## src/rtl/core/hrf_pkg.sv

```systemverilog
// shared types and constants of the homopolymer run filter
`default_nettype none
package hrf_pkg;

  localparam int unsigned SYM_W   = 8;
  localparam int unsigned RUN_W   = 8;
  localparam int unsigned ABUND_W = 31;
  localparam int unsigned POS_W   = 3;
  localparam int unsigned ADDR_W  = 3;
  localparam int unsigned DATA_W  = 32;

  localparam logic [ABUND_W-1:0] ABUND_MAX = {ABUND_W{1'b1}};
  localparam logic [POS_W-1:0]   TAG_LEN   = 3'd6;
  localparam logic [RUN_W-1:0]   RUN_MAX   = {RUN_W{1'b1}};

  localparam logic [SYM_W-1:0] CHAR_A    = 8'h41;
  localparam logic [SYM_W-1:0] CHAR_T    = 8'h54;
  localparam logic [SYM_W-1:0] CHAR_C    = 8'h43;
  localparam logic [SYM_W-1:0] CHAR_G    = 8'h47;
  localparam logic [SYM_W-1:0] CHAR_U    = 8'h55;
  localparam logic [SYM_W-1:0] CHAR_SEMI = 8'h3B;
  localparam logic [SYM_W-1:0] CHAR_S    = 8'h73;
  localparam logic [SYM_W-1:0] CHAR_I    = 8'h69;
  localparam logic [SYM_W-1:0] CHAR_Z    = 8'h7A;
  localparam logic [SYM_W-1:0] CHAR_E    = 8'h65;
  localparam logic [SYM_W-1:0] CHAR_EQ   = 8'h3D;
  localparam logic [SYM_W-1:0] CHAR_0    = 8'h30;
  localparam logic [SYM_W-1:0] CHAR_9    = 8'h39;

  localparam logic [RUN_W-1:0]   HOMOP_RESET  = 8'd7;
  localparam logic [ABUND_W-1:0] BYPASS_RESET = '0;

  typedef enum logic {
    REG_RUN_LIMIT  = 1'b0,
    REG_BYPASS_THR = 1'b1
  } reg_idx_t;

  typedef struct packed {
    logic [SYM_W-1:0] symbol;
    logic             in_header;
    logic             last_of_record;
  } item_t;

  typedef struct packed {
    logic [RUN_W-1:0]   run_limit;
    logic [ABUND_W-1:0] bypass_thr;
  } cfg_t;

  typedef struct packed {
    logic               keep;
    logic               run_found;
    logic               size_tag_found;
    logic [ABUND_W-1:0] abundance;
  } result_t;

  function automatic logic [SYM_W-1:0] tag_char(input logic [POS_W-1:0] pos);
    logic [SYM_W-1:0] c;
    unique case (pos)
      3'd0:    c = CHAR_SEMI;
      3'd1:    c = CHAR_S;
      3'd2:    c = CHAR_I;
      3'd3:    c = CHAR_Z;
      3'd4:    c = CHAR_E;
      3'd5:    c = CHAR_EQ;
      default: c = '0;
    endcase
    return c;
  endfunction

endpackage
`default_nettype wire

```

## src/rtl/core/hrf_cfg_regs.sv

```systemverilog
// apb configuration registers of the homopolymer run filter
`default_nettype none
module hrf_cfg_regs (
  input  wire logic                       clk,
  input  wire logic                       rst,
  input  wire logic                       psel,
  input  wire logic                       penable,
  input  wire logic                       pwrite,
  input  wire logic [hrf_pkg::ADDR_W-1:0] paddr,
  input  wire logic [hrf_pkg::DATA_W-1:0] pwdata,
  output logic      [hrf_pkg::DATA_W-1:0] prdata,
  output logic                            pready,
  output hrf_pkg::cfg_t                   cfg
);

  hrf_pkg::reg_idx_t idx;
  logic              wr;

  assign idx    = hrf_pkg::reg_idx_t'(paddr[2]);
  assign wr     = psel && penable && pwrite;
  assign pready = 1'b1;

  always_ff @(posedge clk) begin
    if (rst) begin
      cfg.run_limit  <= hrf_pkg::HOMOP_RESET;
      cfg.bypass_thr <= hrf_pkg::BYPASS_RESET;
    end else if (wr) begin
      unique case (idx)
        hrf_pkg::REG_RUN_LIMIT:  cfg.run_limit  <= pwdata[hrf_pkg::RUN_W-1:0];
        hrf_pkg::REG_BYPASS_THR: cfg.bypass_thr <= pwdata[hrf_pkg::ABUND_W-1:0];
        default: ;
      endcase
    end
  end

  always_comb begin
    unique case (idx)
      hrf_pkg::REG_RUN_LIMIT:
        prdata = {{(hrf_pkg::DATA_W-hrf_pkg::RUN_W){1'b0}}, cfg.run_limit};
      hrf_pkg::REG_BYPASS_THR:
        prdata = {{(hrf_pkg::DATA_W-hrf_pkg::ABUND_W){1'b0}}, cfg.bypass_thr};
      default:
        prdata = '0;
    endcase
  end

endmodule
`default_nettype wire

```

## src/rtl/core/hrf_in_stage.sv

```systemverilog
// input register stage of the homopolymer run filter
`default_nettype none
module hrf_in_stage (
  input  wire logic                      clk,
  input  wire logic                      rst,
  input  wire logic                      in_valid,
  output logic                           in_stall,
  input  wire logic [hrf_pkg::SYM_W-1:0] symbol,
  input  wire logic                      in_header,
  input  wire logic                      last_of_record,
  input  wire logic                      out_free,
  output logic                           go,
  output hrf_pkg::item_t                 item
);

  logic item_valid;
  logic take;

  // only a record end needs room in the output register
  assign go       = item_valid && (!item.last_of_record || out_free);
  assign in_stall = item_valid && !go;
  assign take     = in_valid && !in_stall;

  always_ff @(posedge clk) begin
    if (rst) begin
      item_valid <= 1'b0;
    end else if (take) begin
      item_valid <= 1'b1;
    end else if (go) begin
      item_valid <= 1'b0;
    end
  end

  always_ff @(posedge clk) begin
    if (take) begin
      item.symbol         <= symbol;
      item.in_header      <= in_header;
      item.last_of_record <= last_of_record;
    end
  end

endmodule
`default_nettype wire

```

## src/rtl/core/hrf_record_core.sv

```systemverilog
// per-record state: tag match, abundance parse, run tracking, verdict
`default_nettype none
module hrf_record_core (
  input  wire logic            clk,
  input  wire logic            rst,
  input  wire logic            go,
  input  wire hrf_pkg::item_t  item,
  input  wire hrf_pkg::cfg_t   cfg,
  output logic                 res_valid,
  output hrf_pkg::result_t     res
);

  logic [hrf_pkg::SYM_W-1:0]   previous_symbol, previous_symbol_next;
  logic [hrf_pkg::RUN_W-1:0]   run_length, run_length_next;
  logic                        run_hit, run_hit_next;
  logic [hrf_pkg::POS_W-1:0]   tag_match_position, tag_match_position_next;
  logic                        reading_digits, reading_digits_next;
  logic                        tag_seen, tag_seen_next;
  logic [hrf_pkg::ABUND_W-1:0] size_accumulator, size_accumulator_next;

  logic [hrf_pkg::SYM_W-1:0]   c;
  logic                        is_digit;
  logic                        is_nuc;
  logic [hrf_pkg::ABUND_W+3:0] times_ten;

  assign c        = item.symbol;
  assign is_digit = (c >= hrf_pkg::CHAR_0) && (c <= hrf_pkg::CHAR_9);
  assign is_nuc   = (c == hrf_pkg::CHAR_A) || (c == hrf_pkg::CHAR_T) ||
                    (c == hrf_pkg::CHAR_C) || (c == hrf_pkg::CHAR_G) ||
                    (c == hrf_pkg::CHAR_U);
  assign times_ten = {1'b0, size_accumulator, 3'b000} +
                     {3'b000, size_accumulator, 1'b0} +
                     {{(hrf_pkg::ABUND_W){1'b0}}, c[3:0]};

  always_comb begin
    previous_symbol_next    = previous_symbol;
    run_length_next         = run_length;
    run_hit_next            = run_hit;
    tag_match_position_next = tag_match_position;
    reading_digits_next     = reading_digits;
    tag_seen_next           = tag_seen;
    size_accumulator_next   = size_accumulator;

    if (item.in_header) begin
      if (reading_digits) begin
        if (is_digit) begin
          if (times_ten > {4'b0000, hrf_pkg::ABUND_MAX}) begin
            size_accumulator_next = hrf_pkg::ABUND_MAX;
          end else begin
            size_accumulator_next = times_ten[hrf_pkg::ABUND_W-1:0];
          end
        end else begin
          reading_digits_next = 1'b0;
        end
      end else if (!tag_seen) begin
        if (c == hrf_pkg::tag_char(tag_match_position)) begin
          if (tag_match_position == hrf_pkg::TAG_LEN - 3'd1) begin
            tag_seen_next           = 1'b1;
            reading_digits_next     = 1'b1;
            tag_match_position_next = '0;
          end else begin
            tag_match_position_next = tag_match_position + 3'd1;
          end
        end else begin
          tag_match_position_next = (c == hrf_pkg::CHAR_SEMI) ? 3'd1 : 3'd0;
        end
      end
    end else begin
      if (is_nuc) begin
        if (run_length != '0 && c == previous_symbol) begin
          if (run_length != hrf_pkg::RUN_MAX) begin
            run_length_next = run_length + 8'd1;
          end
        end else begin
          run_length_next = 8'd1;
        end
      end else begin
        run_length_next = '0;
      end
      previous_symbol_next = c;
      if (run_length_next > cfg.run_limit) begin
        run_hit_next = 1'b1;
      end
    end
  end

  always_ff @(posedge clk) begin
    if (rst || (go && item.last_of_record)) begin
      previous_symbol    <= '0;
      run_length         <= '0;
      run_hit            <= 1'b0;
      tag_match_position <= '0;
      reading_digits     <= 1'b0;
      tag_seen           <= 1'b0;
      size_accumulator   <= '0;
    end else if (go) begin
      previous_symbol    <= previous_symbol_next;
      run_length         <= run_length_next;
      run_hit            <= run_hit_next;
      tag_match_position <= tag_match_position_next;
      reading_digits     <= reading_digits_next;
      tag_seen           <= tag_seen_next;
      size_accumulator   <= size_accumulator_next;
    end
  end

  assign res_valid          = go && item.last_of_record;
  assign res.run_found      = run_hit_next;
  assign res.size_tag_found = tag_seen_next;
  assign res.abundance      = size_accumulator_next;
  assign res.keep           = !run_hit_next ||
                              (cfg.bypass_thr != '0 &&
                               size_accumulator_next >= cfg.bypass_thr);

`ifndef SYNTHESIS
  a_digits_need_tag: assert property (@(posedge clk) disable iff (rst)
    reading_digits |-> tag_seen)
    else $error("digit parse active without a matched tag");

  a_pos_in_range: assert property (@(posedge clk) disable iff (rst)
    tag_match_position < hrf_pkg::TAG_LEN)
    else $error("tag match position past tag length");

  a_pos_idle_after_tag: assert property (@(posedge clk) disable iff (rst)
    tag_seen |-> tag_match_position == '0)
    else $error("tag matcher still moving after tag seen");

  a_record_clear: assert property (@(posedge clk) disable iff (rst)
    res_valid |=> (run_length == '0 && !run_hit && !tag_seen && size_accumulator == '0))
    else $error("record state not cleared after record end");
`endif

endmodule
`default_nettype wire

```

## src/rtl/core/homopolymer_run_filter.sv

```systemverilog
// top level of the homopolymer run filter
// usage:
//   input channel: one character beat per cycle (symbol, in_header, last_of_record)
//   with in_valid / in_stall; header characters first, then sequence characters.
//   output channel: one result beat per record (keep, run_found, size_tag_found,
//   abundance) with out_valid / out_stall, issued for the beat with last_of_record.
//   apb port: register 0 at 0x0 is the homopolymer threshold, register 1 at 0x4
//   the size bypass threshold; write only while the block is idle.
// path: a record-end beat is taken into the input register, then goes through the
//   per-record logic into the output register, where it waits until out_stall is low.
// throughput: one beat per cycle while no record-end beat waits on a stalled output,
//   as the per-record state updates on every accepted beat.
// reset: rst is synchronous; thresholds return to 7 and 0, all record state
//   clears and both register stages empty.
// stall: while out_stall holds a pending result, non-final beats keep flowing;
//   a record-end beat waits in the input register and in_stall rises.
`default_nettype none
module homopolymer_run_filter (
  input  wire logic                       clk,
  input  wire logic                       rst,
  input  wire logic                       in_valid,
  output logic                            in_stall,
  input  wire logic [hrf_pkg::SYM_W-1:0]  symbol,
  input  wire logic                       in_header,
  input  wire logic                       last_of_record,
  output logic                            out_valid,
  input  wire logic                       out_stall,
  output logic                            keep,
  output logic                            run_found,
  output logic                            size_tag_found,
  output logic [hrf_pkg::ABUND_W-1:0]     abundance,
  input  wire logic                       psel,
  input  wire logic                       penable,
  input  wire logic                       pwrite,
  input  wire logic [hrf_pkg::ADDR_W-1:0] paddr,
  input  wire logic [hrf_pkg::DATA_W-1:0] pwdata,
  output logic      [hrf_pkg::DATA_W-1:0] prdata,
  output logic                            pready
);

  hrf_pkg::cfg_t    cfg;
  hrf_pkg::item_t   item;
  hrf_pkg::result_t res;
  logic             go;
  logic             res_valid;
  logic             out_free;

  assign out_free = !out_valid || !out_stall;

  hrf_cfg_regs u_cfg (
    .clk     (clk),
    .rst     (rst),
    .psel    (psel),
    .penable (penable),
    .pwrite  (pwrite),
    .paddr   (paddr),
    .pwdata  (pwdata),
    .prdata  (prdata),
    .pready  (pready),
    .cfg     (cfg)
  );

  hrf_in_stage u_in (
    .clk            (clk),
    .rst            (rst),
    .in_valid       (in_valid),
    .in_stall       (in_stall),
    .symbol         (symbol),
    .in_header      (in_header),
    .last_of_record (last_of_record),
    .out_free       (out_free),
    .go             (go),
    .item           (item)
  );

  hrf_record_core u_core (
    .clk       (clk),
    .rst       (rst),
    .go        (go),
    .item      (item),
    .cfg       (cfg),
    .res_valid (res_valid),
    .res       (res)
  );

  always_ff @(posedge clk) begin
    if (rst) begin
      out_valid <= 1'b0;
    end else if (res_valid) begin
      out_valid <= 1'b1;
    end else if (!out_stall) begin
      out_valid <= 1'b0;
    end
  end

  always_ff @(posedge clk) begin
    if (res_valid) begin
      keep           <= res.keep;
      run_found      <= res.run_found;
      size_tag_found <= res.size_tag_found;
      abundance      <= res.abundance;
    end
  end

endmodule
`default_nettype wire

```

## config.mk

```make
export PLATFORM = sky130hd
export DESIGN_NAME = homopolymer_run_filter
export DESIGN_NICKNAME = d
export VERILOG_FILES = /design/src/rtl/core/hrf_pkg.sv /design/src/rtl/core/hrf_cfg_regs.sv /design/src/rtl/core/hrf_in_stage.sv /design/src/rtl/core/hrf_record_core.sv /design/src/rtl/core/homopolymer_run_filter.sv
export SDC_FILE = /design/constraint.sdc
export NUM_CORES = 1
export LEC_CHECK = 0
export BUFFER_PORTS_ARGS = -buffer_cell sky130_fd_sc_hd__buf_2
export CAP_MARGIN = 20
export CORE_MARGIN = 2
export CORE_UTILIZATION = 64
export DETAILED_ROUTE_END_ITERATION = 10
export MAX_ROUTING_LAYER = met4
export PLACE_DENSITY = 0.87
export SLEW_MARGIN = 10
export SYNTH_ARGS = -nofsm -noshare
export SYNTH_HDL_FRONTEND = slang
export SYNTH_HIERARCHICAL = 1
export SYNTH_SLANG_ARGS = --single-unit
export TNS_END_PERCENT = 5
```

## constraint.sdc

```tcl
create_clock -name clk -period 11.5 [get_ports clk]
set_input_delay 1.725 -clock clk [delete_from_list [all_inputs] [get_ports clk]]
set_output_delay 1.725 -clock clk [all_outputs]
set_load 0.005 [all_outputs]
```

======== After elaboration in Yosys (flattened, before gate mapping) ========
Index checks and enable logic that the tools add are counted.
W data, S select, Z words.
storage, ports and cells
  bits in registers ....................... 138
  word-level logic and storage cells ...... 108
  output and inout port bits .............. 69
  input port bits ......................... 52
cells by class
  add/subtract/negate cells ............... 4
  mux-type cells .......................... 30
  order comparisons ....................... 5
  eq/ne operators ......................... 15
  bitwise gates (word level) .............. 4
  reduce and logical (&&, ||, !) cells .... 32
operators with widths
  cell                    number
  $mux W31                4
  $pmux W32 S2            1
  $mux W8                 7
  $pmux W7 S6             1
  $eq A8 B7 Y1 const B    5
  $add A34 B32 Y35        1
  $add A35 B4 Y35         1
  $gt A35 B31 Y1 const B  1
  $ge A31 B31 Y1          1
  $reduce_bool A31 Y1     1
  $eq A8 B8 Y1            2
  $mux W1                 15
  $logic_and A1 B1 Y1     9
  $add A8 B1 Y8 const B   1
  $eq A8 B6 Y1 const B    1
  $ge A8 B6 Y1 const B    1
  $gt A8 B8 Y1            1
  $le A8 B6 Y1 const B    1
  $logic_or A1 B1 Y1      8
  $ne A8 B8 Y1 const B    1
  $reduce_and A2 Y1       4
  $reduce_bool A8 Y1      1
  $eq A3 B2 Y1 const B    2
  $eq A3 B3 Y1 const B    2
  9 further kinds         18

======== Logic depth before layout (Yosys ltp) ========
  depth in word-level cells ............... 12
  mapped depth ............................ 24
  gate-level depth less buffers ........... 21

======== Hierarchy ========
The synthesis kept the hierarchy.
by module, submodules not included
  module                  cells an instance  times used  area each (sq um)  seq. area each (sq um)
  hrf_record_core         840                1           6147.1             1061.0
  hrf_cfg_regs            205                1           2011.9             780.7
  homopolymer_run_filter  38                 1           1053.5             1041.0
  hrf_in_stage            18                 1           370.4              320.3

======== Worst setup path before layout ========
No wires, ideal clock.
  kind .................................... reg-to-reg
  start point ............................. register, netlist name u_in/item[5]
  end point ............................... register keep, data pin
  period minus slack after synthesis ...... 5064 ps
  path buffers ............................ 3
  setup time .............................. 131 ps
  arrival ................................. 4933 ps
  slack ................................... 6436 ps
  cell stages (with the launch flop) ...... 24
  required time ........................... 11369 ps
  cells stage by stage .................... edfxtp_1 -> clkbuf_1 -> inv_1 -> fa_1 -> inv_1 -> ha_1 -> a211oi_1 -> or3_1 -> and3_1 -> o221ai_1 -> a211oi_1 -> a21oi_1 -> and4_1 -> buf_4 -> buf_4 -> a21oi_1 -> ha_1 -> nand4_1 -> or2_2 -> nor3_1 -> or3b_2 -> a21oi_1 -> o221ai_1 -> nand2_1
RTL lines
  item                  line                          text
  to (signal assigned)  homopolymer_run_filter.sv:98  keep <= res.keep;
  to (decl)             homopolymer_run_filter.sv:28  output logic keep,

==> flow_summary.json <==
{
  "critPathBufInv": 3,
  "ys.flop_type": "dfxtp_1",
  "drtPass1Iterations": 6,
  "synth_area_um2": 9583,
  "max-cap-violations": 0,
  "tightest_slew_ns": 1.073,
  "synth-compound-area-share_pct": 18.36,
  "ctsHoldBuffers": 0,
  "clk_path_buf_depth": 2,
  "final_common_cell": "buf_2",
  "cellPowerDensity_nw_per_um2": 104.7,
  "die_y_um": 126.4,
  "cts.clk_slew.worst_paths_ns": 0.06,
  "dp_hpwl_mm": 17.60,
  "hold_viol": 0,
  "initial_core_util_pct": 65.69,
  "hold_path.class": "reg -> reg",
  "p_leak_nw": 4.713,
  "synth_cell_types": 64,
  "ir_worst_vdd_v": 0.00009661,
  "io_pins": 121,
  "antenna_found_initial": 0,
  "synth_top_family_by_area": "simple AND/OR/NAND/NOR gates",
  "grt_max_degree": 78,
  "cpPeakStageDelay_ns": 0.61,
  "drcViolationCount": 0,
  "ys_seq_area_share_pct": 33.42,
  "cpMostUsedCell": "a21oi_1",
  "final_layout_size_suffix_gt1_share_pct": 14.17,
  "cts_tree": "done",
  "critPathKind": "reg -> reg",
  "post_cts_buffers": 0,
  "power_w": 0.001117,
  "required_ns": 11.79,
  "gp_congestion": 0.9586,
  "clkLatencyLatePin_ns": 0.42,
  "design.die.area_um2": 15970,
  "ys_ff_latch": 138,
  "avgRoutedWirePerCell_um": 17.99,
  "diodes": 0,
  "final_max_slew_viol_count": 0,
  "async_reset_ff_share_pct": 0,
  "worstReg2RegEnd": "keep",
  "synth_edf_count": 44,
  "startpoint": "u_in/item[5]",
  "clockRootBuffer": "clkbuf_16",
  "die_w_um": 126.4,
  "place.port_buffers": 115,
  "vias_per_cell": 6.273,
  "final_core_util_pct": 73.12,
  "finalSetupViolations": 0,
  "start_kind": "flip-flop",
  "rr_startpoint": "u_in/item[5]",
  "grt_overflow": 0,
  "crit_fanout": 37,
  "ys_warn_count": 6,
  "grt_pass1_vias": 8188,
  "grt_usage_pct": 31.85,
  "worstPathCellList": "inv_1 -> fa_1 -> inv_1 -> ha_1 -> a211oi_1 -> or3_1 -> and3_1 -> o221ai_1 -> a211oi_1 -> a21oi_1 -> and4_2 -> buf_4 -> a21oi_1 -> ha_1 -> nand4_1 -> or2_2 -> nor3_1 -> or3b_2 -> a21oi_1 -> o221ai_1 -> nand2_1",
  "cts_buffers": 17,
  "tns_ns": 0,
  "r2r_cells": 21,
  "totalWireLength_mm": 24.77,
  "slowest_stage": "fa_1",
  "synth_cells": 1101,
  "avgSynthCellArea_um2": 8.704,
  "ant_nets": 0,
  "fin_skew_ns": 0.007775,
  "timing.slew.headroom_pct": 28.34,
  "dp.cells": 1345,
  "nNetsFinal": 1337,
  "final_cell_mix": "115 x buf_2, 103 x ha_1, 101 x a21oi_1, 94 x dfxtp_1, 77 x nand2b_1",
  "finalCritPeriodShare_pct": 56.76,
  "cts_resized": 0,
  "htreeDepth": 4,
  "finalNonFillerCells": 1377,
  "cp-end-kind": "flip-flop",
  "period_needed_ns": 6.527,
  "rsz0062_at_grt": "no",
  "drt_iter0_drc": 806,
  "row_count": 44,
  "timing.fmax_mhz": 153.2,
  "syn_nets": 1258,
  "synth_simple_gate_area_share_pct": 19.42,
  "cp_top_family": "simple AND/OR/NAND/NOR gates",
  "areaGrowthSynthToFinish_pct": 11.32,
  "synth_fa_ha_area_share_pct": 13.87,
  "design.core.area_um2": 14590,
  "cp-endpoint": "keep",
  "synth.area.mux_share_pct": 5.118,
  "fillers": 1020,
  "clkSinkCount": 138,
  "cp.depth": 21,
  "synth_xor_area_share_pct": 3.747,
  "status": "completed",
  "grt_pass1_wl_mm": 40.14,
  "via_count": 8638,
  "reg2reg_slack_ns": 4.97,
  "timing.critical_path.arrival_ns": 6.82
}
## tightest hold or removal path: cells and delay by family, from the launching register on
family | cells | cell delay [ns]
compound gates | 1 | 0.06
flops | 1 | 0.32
simple gates | 1 | 0.05
## stage by stage
stage | worst slack [ns] | hold slack (ns) | cell area [µm²]
2_1_floorplan | 6.436 | 0.4386 | 9583
3_3_place_gp | 5.272 | 0.4527 | 10100
3_5_place_dp | 5.153 | 0.4642 | 10100
4_1_cts | 5.139 | 0.4738 | 10670
5_1_grt | 4.591 | 0.4970 | 10670
6_report | 4.973 | 0.4775 | 10670
## cells by family (layout without fill, tap and decap cells)
logic type / after synthesis / after routing
AOI/OAI and AO/OA: 292 / 292
xor gates and xnor gates: 41 / 41
adders and majority gates: 105 / 105
buffers and inverters: 123 / 215
DFF: 138 / 138
muxes: 48 / 48
other: 2 / 2
and+or+nand+nor: 352 / 352
## layout make-up
class	count	area, µm²	share of cell area [%]
flip-flops and latches	138	3203	30.03
repair buffers	120	613.1	5.747
clock inverters	7	63.81	0.5982
well taps	184	230.2	2.158
multi-input cells	840	5814	54.50
clock buffers	25	506.7	4.750
inverters	63	236.5	2.217
## power breakdown
group | internal (W) | total [W] | switching [W]
Clock | 0.000326 | 0.000529 | 0.000202
Sequential | 0.000509 | 0.000518 | 0.00000885
Combinational | 0.0000308 | 0.0000707 | 0.0000399
Total | 0.000866 | 0.00112 | 0.000251
## registers in the layout (all words and copies together), names as in the netlist, 3 cells and up
name and flops:
u_cfg/cfg 39, u_core/previous_symbol 8, u_core/tag_match_position 3, u_in/item 10, u_core/size_accumulator 31, abundance 31
u_core/run_length 8
## layer usage
layer,part of all wire (%),vias up,track usage (%)
met4,2.8,0,12.35
met3,6.8,53,5.525
met2,47,387,50.68
met1,43,4084,40.70
li1,-,4114,-
met5,0,-,-
## Yosys cell counts, types with 4 or more instances
master,count,area (µm²)
nor3_1,13,65.06
ha_1,103,1289
a21o_1,20,150.1
xnor2_1,15,131.4
mux2_2,8,90.09
nand2b_1,77,481.7
and2_1,31,193.9
a31oi_1,40,250.2
a21oi_1,101,505.5
mux2i_1,40,400.4
o211ai_1,6,45.04
nor2b_1,7,43.79
inv_1,63,236.5
dfxtp_1,94,1882
buf_2,6,30.03
a211oi_1,13,97.59
and3_1,5,31.28
o21a_1,9,67.56
a211o_1,5,43.79
xor2_1,26,227.7
edfxtp_1,44,1321
nand3_1,17,85.08
buf_4,9,67.56
nor4_1,14,87.58
o21ai_0,67,335.3
clkbuf_1,39,146.4
nand2_1,68,255.2
nand4_1,23,143.9
a22oi_1,4,30.03
nor2_1,74,277.8
## worst min path at each step
stage	start	end	cells past startpoint
detailed placement	u_core/previous_symbol[1]	u_core/previous_symbol[1]	2
global placement	u_core/run_hit	u_core/run_hit	2
CTS	u_core/previous_symbol[1]	u_core/previous_symbol[1]	2
finish	u_core/previous_symbol[1]	u_core/previous_symbol[1]	2
floorplan	u_core/run_hit	u_core/run_hit	2
global route	u_core/run_hit	u_core/run_hit	2
(Power assumes the default switching activity.)
